--- src/hw/rtl/qdpr_pkg.sv ---
// ----------------------------------------------------------------------------
// qdpr_pkg
// types and constants of the quantized dot product requantizer
// ----------------------------------------------------------------------------
package qdpr_pkg;

	localparam int ACC_WIDTH = 32;
	localparam int LO_PROD_W = 33 + ACC_WIDTH;

	localparam int QDPR_Q_DEPTH = 2;
	localparam int QDPR_Q_AW = (QDPR_Q_DEPTH > 1) ? $clog2(QDPR_Q_DEPTH) : 1;
	localparam int QDPR_Q_CW = $clog2(QDPR_Q_DEPTH + 1);

	// queue entries plus three back stages plus the output register
	localparam int QDPR_MAX_PENDING = QDPR_Q_DEPTH + 4;
	localparam int QDPR_PEND_W = $clog2(QDPR_MAX_PENDING + 1);

	localparam logic [7:0] QDPR_OUT_MAX = 8'd255;

	localparam int QDPR_CFG_IW = 1;
	localparam int QDPR_CFG_DW = 8;

	typedef enum logic [QDPR_CFG_IW-1:0] {
		REG_RELU_ENABLE    = 1'b0,
		REG_OUT_ZERO_POINT = 1'b1
	} qdpr_reg_t;

	typedef struct packed {
		logic [ACC_WIDTH-1:0] sum;
		logic [63:0]          multiplier;
		logic [63:0]          bias;
		logic [5:0]           shift_amount;
	} qdpr_job_t;

	typedef struct packed {
		logic not_empty;
		logic full;
	} qdpr_qstat_t;

endpackage

--- src/hw/rtl/qdpr_front.sv ---
// ----------------------------------------------------------------------------
// qdpr_front
// accepts words, runs the multiply-accumulate and hands finished sums on
// ----------------------------------------------------------------------------
module qdpr_front (
	input  logic                      clk,
	input  logic                      arst_n,
	input  logic                      in_valid,
	output logic                      in_stall,
	input  logic [7:0]                activation,
	input  logic signed [7:0]         weight,
	input  logic                      last_term,
	input  logic signed [63:0]        multiplier,
	input  logic signed [63:0]        bias,
	input  logic [5:0]                shift_amount,
	input  qdpr_pkg::qdpr_qstat_t     q_stat,
	output logic                      push,
	output qdpr_pkg::qdpr_job_t       job
);
	import qdpr_pkg::*;

	logic [ACC_WIDTH-1:0] acc_q;
	logic signed [16:0]   prod;
	logic [ACC_WIDTH-1:0] prod_ext;
	logic [ACC_WIDTH-1:0] sum;
	logic                 accept;

	assign in_stall = q_stat.full;
	assign accept   = in_valid && !q_stat.full;

	assign prod     = $signed({1'b0, activation}) * weight;
	assign prod_ext = ACC_WIDTH'(prod);
	assign sum      = acc_q + prod_ext;

	assign push             = accept && last_term;
	assign job.sum          = sum;
	assign job.multiplier   = multiplier;
	assign job.bias         = bias;
	assign job.shift_amount = shift_amount;

	always_ff @(posedge clk or negedge arst_n) begin
		if (!arst_n) begin
			acc_q <= '0;
		end else if (accept) begin
			if (last_term) begin
				acc_q <= '0;
			end else begin
				acc_q <= sum;
			end
		end
	end

endmodule

--- src/hw/rtl/qdpr_queue.sv ---
// ----------------------------------------------------------------------------
// qdpr_queue
// short register queue of finished sums between front and back
// ----------------------------------------------------------------------------
module qdpr_queue (
	input  logic                  clk,
	input  logic                  arst_n,
	input  logic                  push,
	input  qdpr_pkg::qdpr_job_t   push_job,
	input  logic                  pop,
	output qdpr_pkg::qdpr_job_t   pop_job,
	output qdpr_pkg::qdpr_qstat_t q_stat
);
	import qdpr_pkg::*;

	qdpr_job_t              mem_q [QDPR_Q_DEPTH];
	logic [QDPR_Q_AW-1:0]   wr_ptr_q;
	logic [QDPR_Q_AW-1:0]   rd_ptr_q;
	logic [QDPR_Q_CW-1:0]   cnt_q;

	assign q_stat.full      = (cnt_q == QDPR_Q_CW'(QDPR_Q_DEPTH));
	assign q_stat.not_empty = (cnt_q != '0);
	assign pop_job          = mem_q[rd_ptr_q];

	always_ff @(posedge clk) begin
		if (push) begin
			mem_q[wr_ptr_q] <= push_job;
		end
	end

	always_ff @(posedge clk or negedge arst_n) begin
		if (!arst_n) begin
			wr_ptr_q <= '0;
			rd_ptr_q <= '0;
			cnt_q    <= '0;
		end else begin
			if (push) begin
				wr_ptr_q <= (wr_ptr_q == QDPR_Q_AW'(QDPR_Q_DEPTH - 1)) ? '0 : wr_ptr_q + 1'b1;
			end
			if (pop) begin
				rd_ptr_q <= (rd_ptr_q == QDPR_Q_AW'(QDPR_Q_DEPTH - 1)) ? '0 : rd_ptr_q + 1'b1;
			end
			if (push && !pop) begin
				cnt_q <= cnt_q + 1'b1;
			end else if (pop && !push) begin
				cnt_q <= cnt_q - 1'b1;
			end
		end
	end

endmodule

--- src/hw/rtl/qdpr_back.sv ---
// ----------------------------------------------------------------------------
// qdpr_back
// requantize pipeline: split 64-bit multiply, bias add, shift and clamp
// ----------------------------------------------------------------------------
module qdpr_back (
	input  logic                  clk,
	input  logic                  arst_n,
	input  qdpr_pkg::qdpr_qstat_t q_stat,
	input  qdpr_pkg::qdpr_job_t   job,
	output logic                  pop,
	input  logic [7:0]            low_bound,
	output logic                  out_valid,
	input  logic                  out_stall,
	output logic [7:0]            out_byte
);
	import qdpr_pkg::*;

	logic                        advance;
	logic signed [LO_PROD_W-1:0] lo_prod;
	logic [31:0]                 sum32;
	logic [31:0]                 hi_prod;
	logic signed [63:0]          shifted;
	logic [31:0]                 x;
	logic [7:0]                  clamped;

	logic               v_s1;
	logic [63:0]        lo_s1;
	logic [31:0]        hi_s1;
	logic [63:0]        bias_s1;
	logic [5:0]         sh_s1;
	logic               v_s2;
	logic [63:0]        t_s2;
	logic [63:0]        bias_s2;
	logic [5:0]         sh_s2;
	logic               v_s3;
	logic signed [63:0] t_s3;
	logic [5:0]         sh_s3;
	logic               out_valid_q;
	logic [7:0]         out_byte_q;

	assign advance = !out_valid_q || !out_stall;
	assign pop     = advance && q_stat.not_empty;

	// low half of multiplier is unsigned, sum is signed
	assign lo_prod = $signed({1'b0, job.multiplier[31:0]}) * $signed(job.sum);
	assign sum32   = 32'($signed(job.sum));
	assign hi_prod = job.multiplier[63:32] * sum32;

	assign shifted = t_s3 >>> sh_s3;
	assign x       = shifted[31:0];

	always_comb begin
		priority if (x[31]) begin
			clamped = low_bound;
		end else if (x < {24'd0, low_bound}) begin
			clamped = low_bound;
		end else if (x > {24'd0, QDPR_OUT_MAX}) begin
			clamped = QDPR_OUT_MAX;
		end else begin
			clamped = x[7:0];
		end
	end

	always_ff @(posedge clk) begin
		if (advance) begin
			lo_s1      <= 64'(lo_prod);
			hi_s1      <= hi_prod;
			bias_s1    <= job.bias;
			sh_s1      <= job.shift_amount;
			t_s2       <= lo_s1 + {hi_s1, 32'd0};
			bias_s2    <= bias_s1;
			sh_s2      <= sh_s1;
			t_s3       <= t_s2 + bias_s2;
			sh_s3      <= sh_s2;
			out_byte_q <= clamped;
		end
	end

	always_ff @(posedge clk or negedge arst_n) begin
		if (!arst_n) begin
			v_s1        <= 1'b0;
			v_s2        <= 1'b0;
			v_s3        <= 1'b0;
			out_valid_q <= 1'b0;
		end else if (advance) begin
			v_s1        <= q_stat.not_empty;
			v_s2        <= v_s1;
			v_s3        <= v_s2;
			out_valid_q <= v_s3;
		end
	end

	assign out_valid = out_valid_q;
	assign out_byte  = out_byte_q;

endmodule

--- src/hw/rtl/quantized_dot_product_requant_top.sv ---
// ----------------------------------------------------------------------------
// quantized_dot_product_requant_top
// uint8 x int8 dot product with 64-bit requantization to one output byte
// ----------------------------------------------------------------------------
// Takes one activation/weight word per cycle while not stalled into a 32-bit
// wrapping accumulator; the 8x9 multiply-accumulate in the front sets that
// rate. A word with last_term set closes the sum and moves it, with its
// multiplier, bias and shift, into a two-entry queue. The back pipeline takes
// one entry per cycle while the output is not held, through the split 64x32
// multiply, partial-product add, bias add, then shift and clamp into the
// output register. The front stalls only when the queue is full, which happens
// when the output side is held. relu_enable and out_zero_point are to be
// written through the cfg port only while idle; the block does not enforce it.
module quantized_dot_product_requant_top (
	input  logic                             clk,
	input  logic                             arst_n,
	input  logic                             in_valid,
	output logic                             in_stall,
	input  logic [7:0]                       activation,
	input  logic signed [7:0]                weight,
	input  logic                             last_term,
	input  logic signed [63:0]               multiplier,
	input  logic signed [63:0]               bias,
	input  logic [5:0]                       shift_amount,
	output logic                             out_valid,
	input  logic                             out_stall,
	output logic [7:0]                       out_byte,
	input  logic                             cfg_we,
	input  logic [qdpr_pkg::QDPR_CFG_IW-1:0] cfg_index,
	input  logic [qdpr_pkg::QDPR_CFG_DW-1:0] cfg_data
);
	import qdpr_pkg::*;

	logic        relu_enable_q;
	logic [7:0]  out_zero_point_q;
	logic [7:0]  low_bound;
	logic        push;
	logic        pop;
	qdpr_job_t   push_job;
	qdpr_job_t   pop_job;
	qdpr_qstat_t q_stat;

	always_ff @(posedge clk or negedge arst_n) begin
		if (!arst_n) begin
			relu_enable_q    <= 1'b0;
			out_zero_point_q <= '0;
		end else if (cfg_we) begin
			unique case (qdpr_reg_t'(cfg_index))
				REG_RELU_ENABLE: begin
					relu_enable_q <= cfg_data[0];
				end
				REG_OUT_ZERO_POINT: begin
					out_zero_point_q <= cfg_data[7:0];
				end
			endcase
		end
	end

	assign low_bound = relu_enable_q ? out_zero_point_q : 8'd0;

	qdpr_front u_front (
		.clk          (clk),
		.arst_n       (arst_n),
		.in_valid     (in_valid),
		.in_stall     (in_stall),
		.activation   (activation),
		.weight       (weight),
		.last_term    (last_term),
		.multiplier   (multiplier),
		.bias         (bias),
		.shift_amount (shift_amount),
		.q_stat       (q_stat),
		.push         (push),
		.job          (push_job)
	);

	qdpr_queue u_queue (
		.clk      (clk),
		.arst_n   (arst_n),
		.push     (push),
		.push_job (push_job),
		.pop      (pop),
		.pop_job  (pop_job),
		.q_stat   (q_stat)
	);

	qdpr_back u_back (
		.clk       (clk),
		.arst_n    (arst_n),
		.q_stat    (q_stat),
		.job       (pop_job),
		.pop       (pop),
		.low_bound (low_bound),
		.out_valid (out_valid),
		.out_stall (out_stall),
		.out_byte  (out_byte)
	);

endmodule

--- config.mk ---
export PLATFORM = sky130hd
export DESIGN_NAME = quantized_dot_product_requant_top
export DESIGN_NICKNAME = d
export VERILOG_FILES = /design/src/hw/rtl/qdpr_pkg.sv /design/src/hw/rtl/qdpr_front.sv /design/src/hw/rtl/qdpr_queue.sv /design/src/hw/rtl/qdpr_back.sv /design/src/hw/rtl/quantized_dot_product_requant_top.sv
export SDC_FILE = /design/constraint.sdc
export NUM_CORES = 2
export LEC_CHECK = 0
export ABC_CLOCK_PERIOD_IN_PS = 13900
export BUFFER_PORTS_ARGS = -buffer_cell sky130_fd_sc_hd__buf_2
export CAP_MARGIN = 20
export CORE_MARGIN = 3
export CORE_UTILIZATION = 30
export DETAILED_ROUTE_END_ITERATION = 10
export PLACE_DENSITY_LB_ADDON = 0.2
export SLEW_MARGIN = 20
export SYNTH_ARGS = -nofsm -noshare
export SYNTH_HDL_FRONTEND = slang
export SYNTH_SLANG_ARGS = --single-unit
--- constraint.sdc ---
create_clock -name clk -period 13.9 [get_ports clk]
set_clock_uncertainty 0.05 [all_clocks]
set_input_delay 0.695 -clock clk [delete_from_list [all_inputs] [get_ports clk]]
set_output_delay 0.695 -clock clk [all_outputs]
set_load 0.01 [all_outputs]
# Word level (Yosys, flattened, before mapping)
# Memory sizes are Yosys's and may differ from the RTL's.
# Index checks and enable logic that the tools add are counted.
[classes] n_addsub=7 mul=3 div_mod_pow=0 n_lt_le_gt_ge=2 n_eq_ne=1 shift=1 mux=11 bitwise=1 reduce_logical=15
[op_table] op="$add A64 B64 Y64" n=2
[op_table] op="$mul A33 B32 Y64" n=1
[op_table] op="$sshr A64 B6 Y32" n=1
[op_table] op="$add A32 B32 Y32" n=1
[op_table] op="$gt A32 B8 Y1 const B" n=1
[op_table] op="$lt A32 B8 Y1" n=1
[op_table] op="$mul A32 B32 Y32" n=1
[op_table] op="$mux W32" n=1
[op_table] op="$mux W8" n=4
[op_table] op="$mul A9 B8 Y17" n=1
[op_table] op="$logic_and A1 B1 Y1" n=5
[op_table] op="$logic_not A1 Y1" n=5
[op_table] op="$mux W1" n=4
[op_table] op="$mux W2" n=2
[op_table] op="$reduce_and A2 Y1" n=2
[op_table] op="$reduce_bool A2 Y1" n=2
[op_table] op="$add A1 B1 Y1 const B" n=2
[op_table] op="$add A2 B1 Y2 const B" n=1
[op_table] op="$eq A2 B2 Y1 const B" n=1
[op_table] op="$sub A2 B1 Y2 const B" n=1
[op_table] op="$logic_or A1 B1 Y1" n=1
[op_table] op="$not A1 Y1" n=1
[word_totals] ff_bits=427 latchBits=0 mem_bits_rw=332 romBits=0 inputBits=165 output_inout_bits=10 memories=1
[mem_list] memory="u_queue.mem_q" words=2 width=166 read_ports=1 rd_ports_with_merged_regs=0 write_ports=1 line="qdpr_queue.sv:16" text="qdpr_job_t mem_q [QDPR_Q_DEPTH];"

# Logic depth before layout (Yosys ltp)
[logic_depth] depth_word=8 mapped_depth=34 depth_no_buf=30

# Modules after synthesis
# A second synthesis with hierarchy kept.
[unflattened] hier_cells=8520 area_unflattened_um2=89334.4
[modules_own_cells] module="qdpr_back" n_inst=1 cells_per_inst=7198 area_each_um2=69795.7 seq_area_each_um2=11451.0
[modules_own_cells] module="qdpr_queue" n_inst=1 cells_per_inst=533 area_each_um2=12710.9 seq_area_each_um2=10069.7
[modules_own_cells] module="qdpr_front" n_inst=1 cells_per_inst=761 area_each_um2=6403.6 seq_area_each_um2=800.8
[modules_own_cells] module="quantized_dot_product_requant_top" n_inst=1 cells_per_inst=28 area_each_um2=424.2 seq_area_each_um2=225.2

# Worst setup path before layout
# No wires, ideal clock.
[synth_timing] path_kind="in2reg" from="in out_stall" to="reg u_queue.cnt_q[1]" setup_ns=0.079 arrival_ns=11.710 setup_slack_ns=2.061 stages=5 n_path_buf=0 cell_sequence="nand2_1 -> o21ai_0 -> ha_1 -> nor2_1 -> xor2_1"
[synth_via] elab_chain_cells=6 word_cells_on_any_way=8 cone_classes="1 x mux; 7 x reduce/logical"
[synth_lines] item="start, declared" line="quantized_dot_product_requant_top.sv:26" text="input logic out_stall,"
[synth_lines] item="$logic_not A1 Y1 (*)" line="qdpr_back.sv:41" text="assign advance = !out_valid_q || !out_stall;"
[synth_lines] item="$logic_or A1 B1 Y1 (*)" line="qdpr_back.sv:41"
[synth_lines] item="$logic_and A1 B1 Y1 (*)" line="qdpr_back.sv:42" text="assign pop = advance && q_stat.not_empty;"
[synth_lines] item="$logic_not A1 Y1" line="qdpr_queue.sv:43" text="if (push && !pop) begin"
[synth_lines] item="$logic_and A1 B1 Y1" line="qdpr_queue.sv:43"
[synth_lines] item="$mux W2 or $reduce_bool A2 Y1 (tied branches)"
[synth_lines] item="end signal, assigned" line="qdpr_queue.sv:44" text="cnt_q <= cnt_q + 1'b1;"
[synth_lines] item="end signal, assigned" line="qdpr_queue.sv:46" text="cnt_q <= cnt_q - 1'b1;"
[synth_lines] item="end, declared" line="qdpr_queue.sv:19" text="logic [QDPR_Q_CW-1:0] cnt_q;"
# Every way passes the cells marked *; elsewhere a longest branch is shown, timed or not.
# A chain may end at the register's enable or synchronous reset.

# Worst setup path after layout
[layout_timing] from="reg u_queue.rd_ptr_q" to="reg u_back.lo_s1[63], data pin"
[layout_via] elab_chain_cells=2
[layout_lines] item="start, declared" line="qdpr_queue.sv:18" text="logic [QDPR_Q_AW-1:0] rd_ptr_q;"
[layout_lines] item="start signal, assigned" line="qdpr_queue.sv:41" text="rd_ptr_q <= (rd_ptr_q == QDPR_Q_AW'(QDPR_Q_DEPTH - 1)) ? '0 : rd_ptr_q + 1'b1;"
[layout_lines] item="$mem_v2 Z2 W166"
[layout_lines] item="$mul A33 B32 Y64" line="qdpr_back.sv:45" text="assign lo_prod = $signed({1'b0, job.multiplier[31:0]}) * $signed(job.sum);"
[layout_lines] item="via u_back.lo_prod[63]" line="qdpr_back.sv:19" text="logic signed [LO_PROD_W-1:0] lo_prod;"
[layout_lines] item="end signal, assigned" line="qdpr_back.sv:66" text="lo_s1 <= 64'(lo_prod);"
[layout_lines] item="end, declared" line="qdpr_back.sv:27" text="logic [63:0] lo_s1;"
# The timed path passes the listed nets, and every way through them passes these cells.

==> run_results.csv <==
group,metric,value,unit
cts,clk_pin_slew,60,ps
final_layout,fill_cells,28836,
worst_setup_path,r2r_cells,27,
yosys,synth_top_area_cell,"fa_1",
route,highest_layer,"met4",
global_routing,grt_pass1_wl,412,mm
route,drc_errors,0,
worst_hold_path,hp-start,"multiplier[62]",
route,met3_length,15.3,mm
worst_setup_path,critPathMaxFanout,46,
flow_run,drv_cap,0,
timing,max_freq,94.3,MHz
route,dr.first_iter.drc_count,4209,
timing,rsz0062_at_grt,"false",
yosys,async_flop_share,6.46,%
yosys,synth.area.top_cells,"fa_1, edfxtp_1, ha_1, inv_1, nor2_1",
final_layout,syn_to_final_growth,10.2,%
worst_setup_path,worstPathRequired,14330,ps
yosys,synth_edf_count,710,
route,wl_met2,123,mm
worst_setup_path,arrival,11040,ps
floorplanning,num_rows,195,
yosys,synth_seq_cells,759,
floorplanning,die_y,541,um
placement,port_buffers,174,
cts,cts-root-buf,"clkbuf_16",
yosys,syn_avg_cell_area,10.4,um^2
floorplanning,fp.coreArea,283000,um^2
cts,cts_tree,"built",
worst_setup_path,regToRegSetupSlack,3290,ps
floorplanning,die_area,292000,um^2
yosys,synth_nets,10355,
placement,place_ws,3230,ps
yosys,synth_warnings,0,
worst_setup_path,crit_path_start_kind,"register",
final_layout,final_nets,10409,
worst_hold_path,hold_depth,1,
worst_setup_path,criticalPathCategory,"register to register",
worst_setup_path,r2r_end,"u_back.lo_s1[63]",
cts,cts_buffers,91,
floorplanning,initial_utilization,30.3,%
route,num_vias,59743,
worst_setup_path,endpoint_kind,"register",
final_layout,drive_gt1_share,9.54,%
timing,slew_violations,0,
timing,setup_tns,0,ps
global_routing,grt-ovfl-total,0,
global_routing,grt_max_degree,170,
yosys,synthFlopType,"edfxtp_1",
route,met1_length,120,mm
global_routing,antenna_found_initial,22,
timing,slew_headroom,25.7,%
yosys,yosysMostFrequentCell,"inv_1",
worst_hold_path,hold_path_class,"primary input to register",
cts,cts_resized,0,
placement,gp_congestion,0.892,
yosys,synth_top_cells_by_count,"inv_1, fa_1, nor2_1",
yosys,synthCells,8255,
yosys,synth_top_cell_area_share,31.4,%
timing,setup_viol,0,
route,wl,273,mm
global_routing,grt_pass1_vias,64406,
timing,max_slew.worst_pin.slew,1080,ps
final_layout,post-route-util,33.4,%
cts,insertion_delay,760,ps
timing,fin_crit,10610,ps
placement,dp.cells,11957,
placement,dp_hpwl,213,mm
floorplanning,ios,175,
cts,clock_sinks,759,
yosys,synth_area,85700,um^2
route,viasPerCell,4.92,
route,ant_nets,0,
worst_setup_path,r2r_start,"u_queue.rd_ptr_q",
status,run_status,"completed",
worst_hold_path,holdPathEnd,"u_queue.mem_q[0][132]",
cts,h-tree-depth,3,
timing,worst_slack,3290,ps
cts,max-clock-path-buffers,3,
route,detail_route.wl_per_cell,22.4,um
floorplanning,die_w,541,um
global_routing,grt_usage,18.7,%
yosys,ys_types,86,
route,first_pass_iters,6,
timing,min_period_over_period,76.3,%
timing,finalHoldViolCount,0,
final_layout,final_cells,12146,
yosys,yosysSeqAreaShare,26.3,%
cts,post_cts_buffers,0,
==> sequential cells by signal (all words and copies together), names as in the netlist, 2 cells and up <==
name and cells:
u_queue.mem_q 332, u_back.bias_s2 64, u_back.sh_s3 6, u_back.sh_s1 6, u_back.t_s3 64, u_back.bias_s1 64
u_queue.cnt_q 2, u_front.acc_q 32, u_back.out_byte 8, u_back.lo_s1 64, u_back.sh_s2 6, u_back.t_s2 64
u_back.hi_s1 32, out_zero_point_q 8
==> through the flow <==
| stage | hold slack, ps | area (um^2) |
|---|---|---|
| floorplan | 349 | 85700 |
| global placement | 355 | 91400 |
| detailed placement | 355 | 91400 |
| CTS | 8.18 | 94400 |
| global route | 17.9 | 94500 |
| finish | 83.5 | 94500 |
==> how the worst max path moves through the flow <==
stage	start	endpoint	slack, ps	depth (start not counted)
4_1_cts	u_queue.rd_ptr_q	u_back.lo_s1[63]	3230	27
3_5_place_dp	u_queue.rd_ptr_q	u_back.lo_s1[63]	3230	27
2_1_floorplan	out_stall	u_queue.cnt_q[1]	2060	5
6_report	u_queue.rd_ptr_q	u_back.lo_s1[63]	3290	27
3_3_place_gp	u_queue.rd_ptr_q	u_back.lo_s1[63]	3210	27
5_1_grt	u_queue.rd_ptr_q	u_back.hi_s1[29]	2700	26
==> logic make-up after synthesis <==
logic type,count (synthesis),share of synthesized area [%]
flops,759,26.3
simple gates,2255,10.8
mux,398,5.90
xor+xnor,276,2.82
buf+inv,1848,8.19
compound gates,784,5.91
fa+ha+maj,1935,40.0
==> critical path, stage by stage (launching register included) <==
cell and delay (ps):
dfrtp_4 940, buf_4 470, buf_4 670, mux2i_4 350, buf_4 630, nor2_1 120
ha_1 330, fa_1 550, inv_1 50, fa_1 460, fa_1 540, inv_1 50
fa_1 440, ha_1 300, fa_1 480, inv_1 50, fa_1 470, inv_1 40
ha_1 370, a21o_1 190, a221o_1 340, o31ai_1 760, a21oi_1 240, o21ai_1 400
o21ai_0 250, a311o_1 440, mux2i_1 160, nand4_1 80
==> per-layer routing <==
layer	GRT usage (%)	vias to the layer above
met4	8.56	0
met1	25.3	31156
met5	0	-
met2	29.8	1750
li1	-	26452
met3	2.70	385
==> layout make-up <==
cell class | instances | area, um^2 | area share (%)
antenna | 17 | 42.5 | 0.0450
clock buffer | 121 | 2460 | 2.61
clock inverter | 49 | 564 | 0.597
inverter | 1505 | 5650 | 5.98
multi-input combinational | 5648 | 56700 | 60.0
sequential | 759 | 22600 | 23.9
tap | 3743 | 4680 | 4.96
timing repair buffer | 304 | 1890 | 2.00
==> cells in the final DEF (no fill, tap or decap), types with 105 or more instances in the layout <==
cell type / instances
inv_1: 1502
buf_2: 173
a21o_1: 105
nor2_1: 1039
xnor2_1: 198
fa_1: 1345
edfxtp_1: 710
nand2_1: 872
mux2_2: 188
a21oi_1: 248
o21ai_0: 139
buf_4: 127
ha_1: 590
==> what timing repair did <==
item,4_1_cts,5_1_grt
hold buffers,1,0
endpoints found under the hold margin,9,0
setup endpoints to repair,0,0
Power is not shown: default switching activity piles up to over one toggle a cycle in this logic, so the estimate is an artifact.
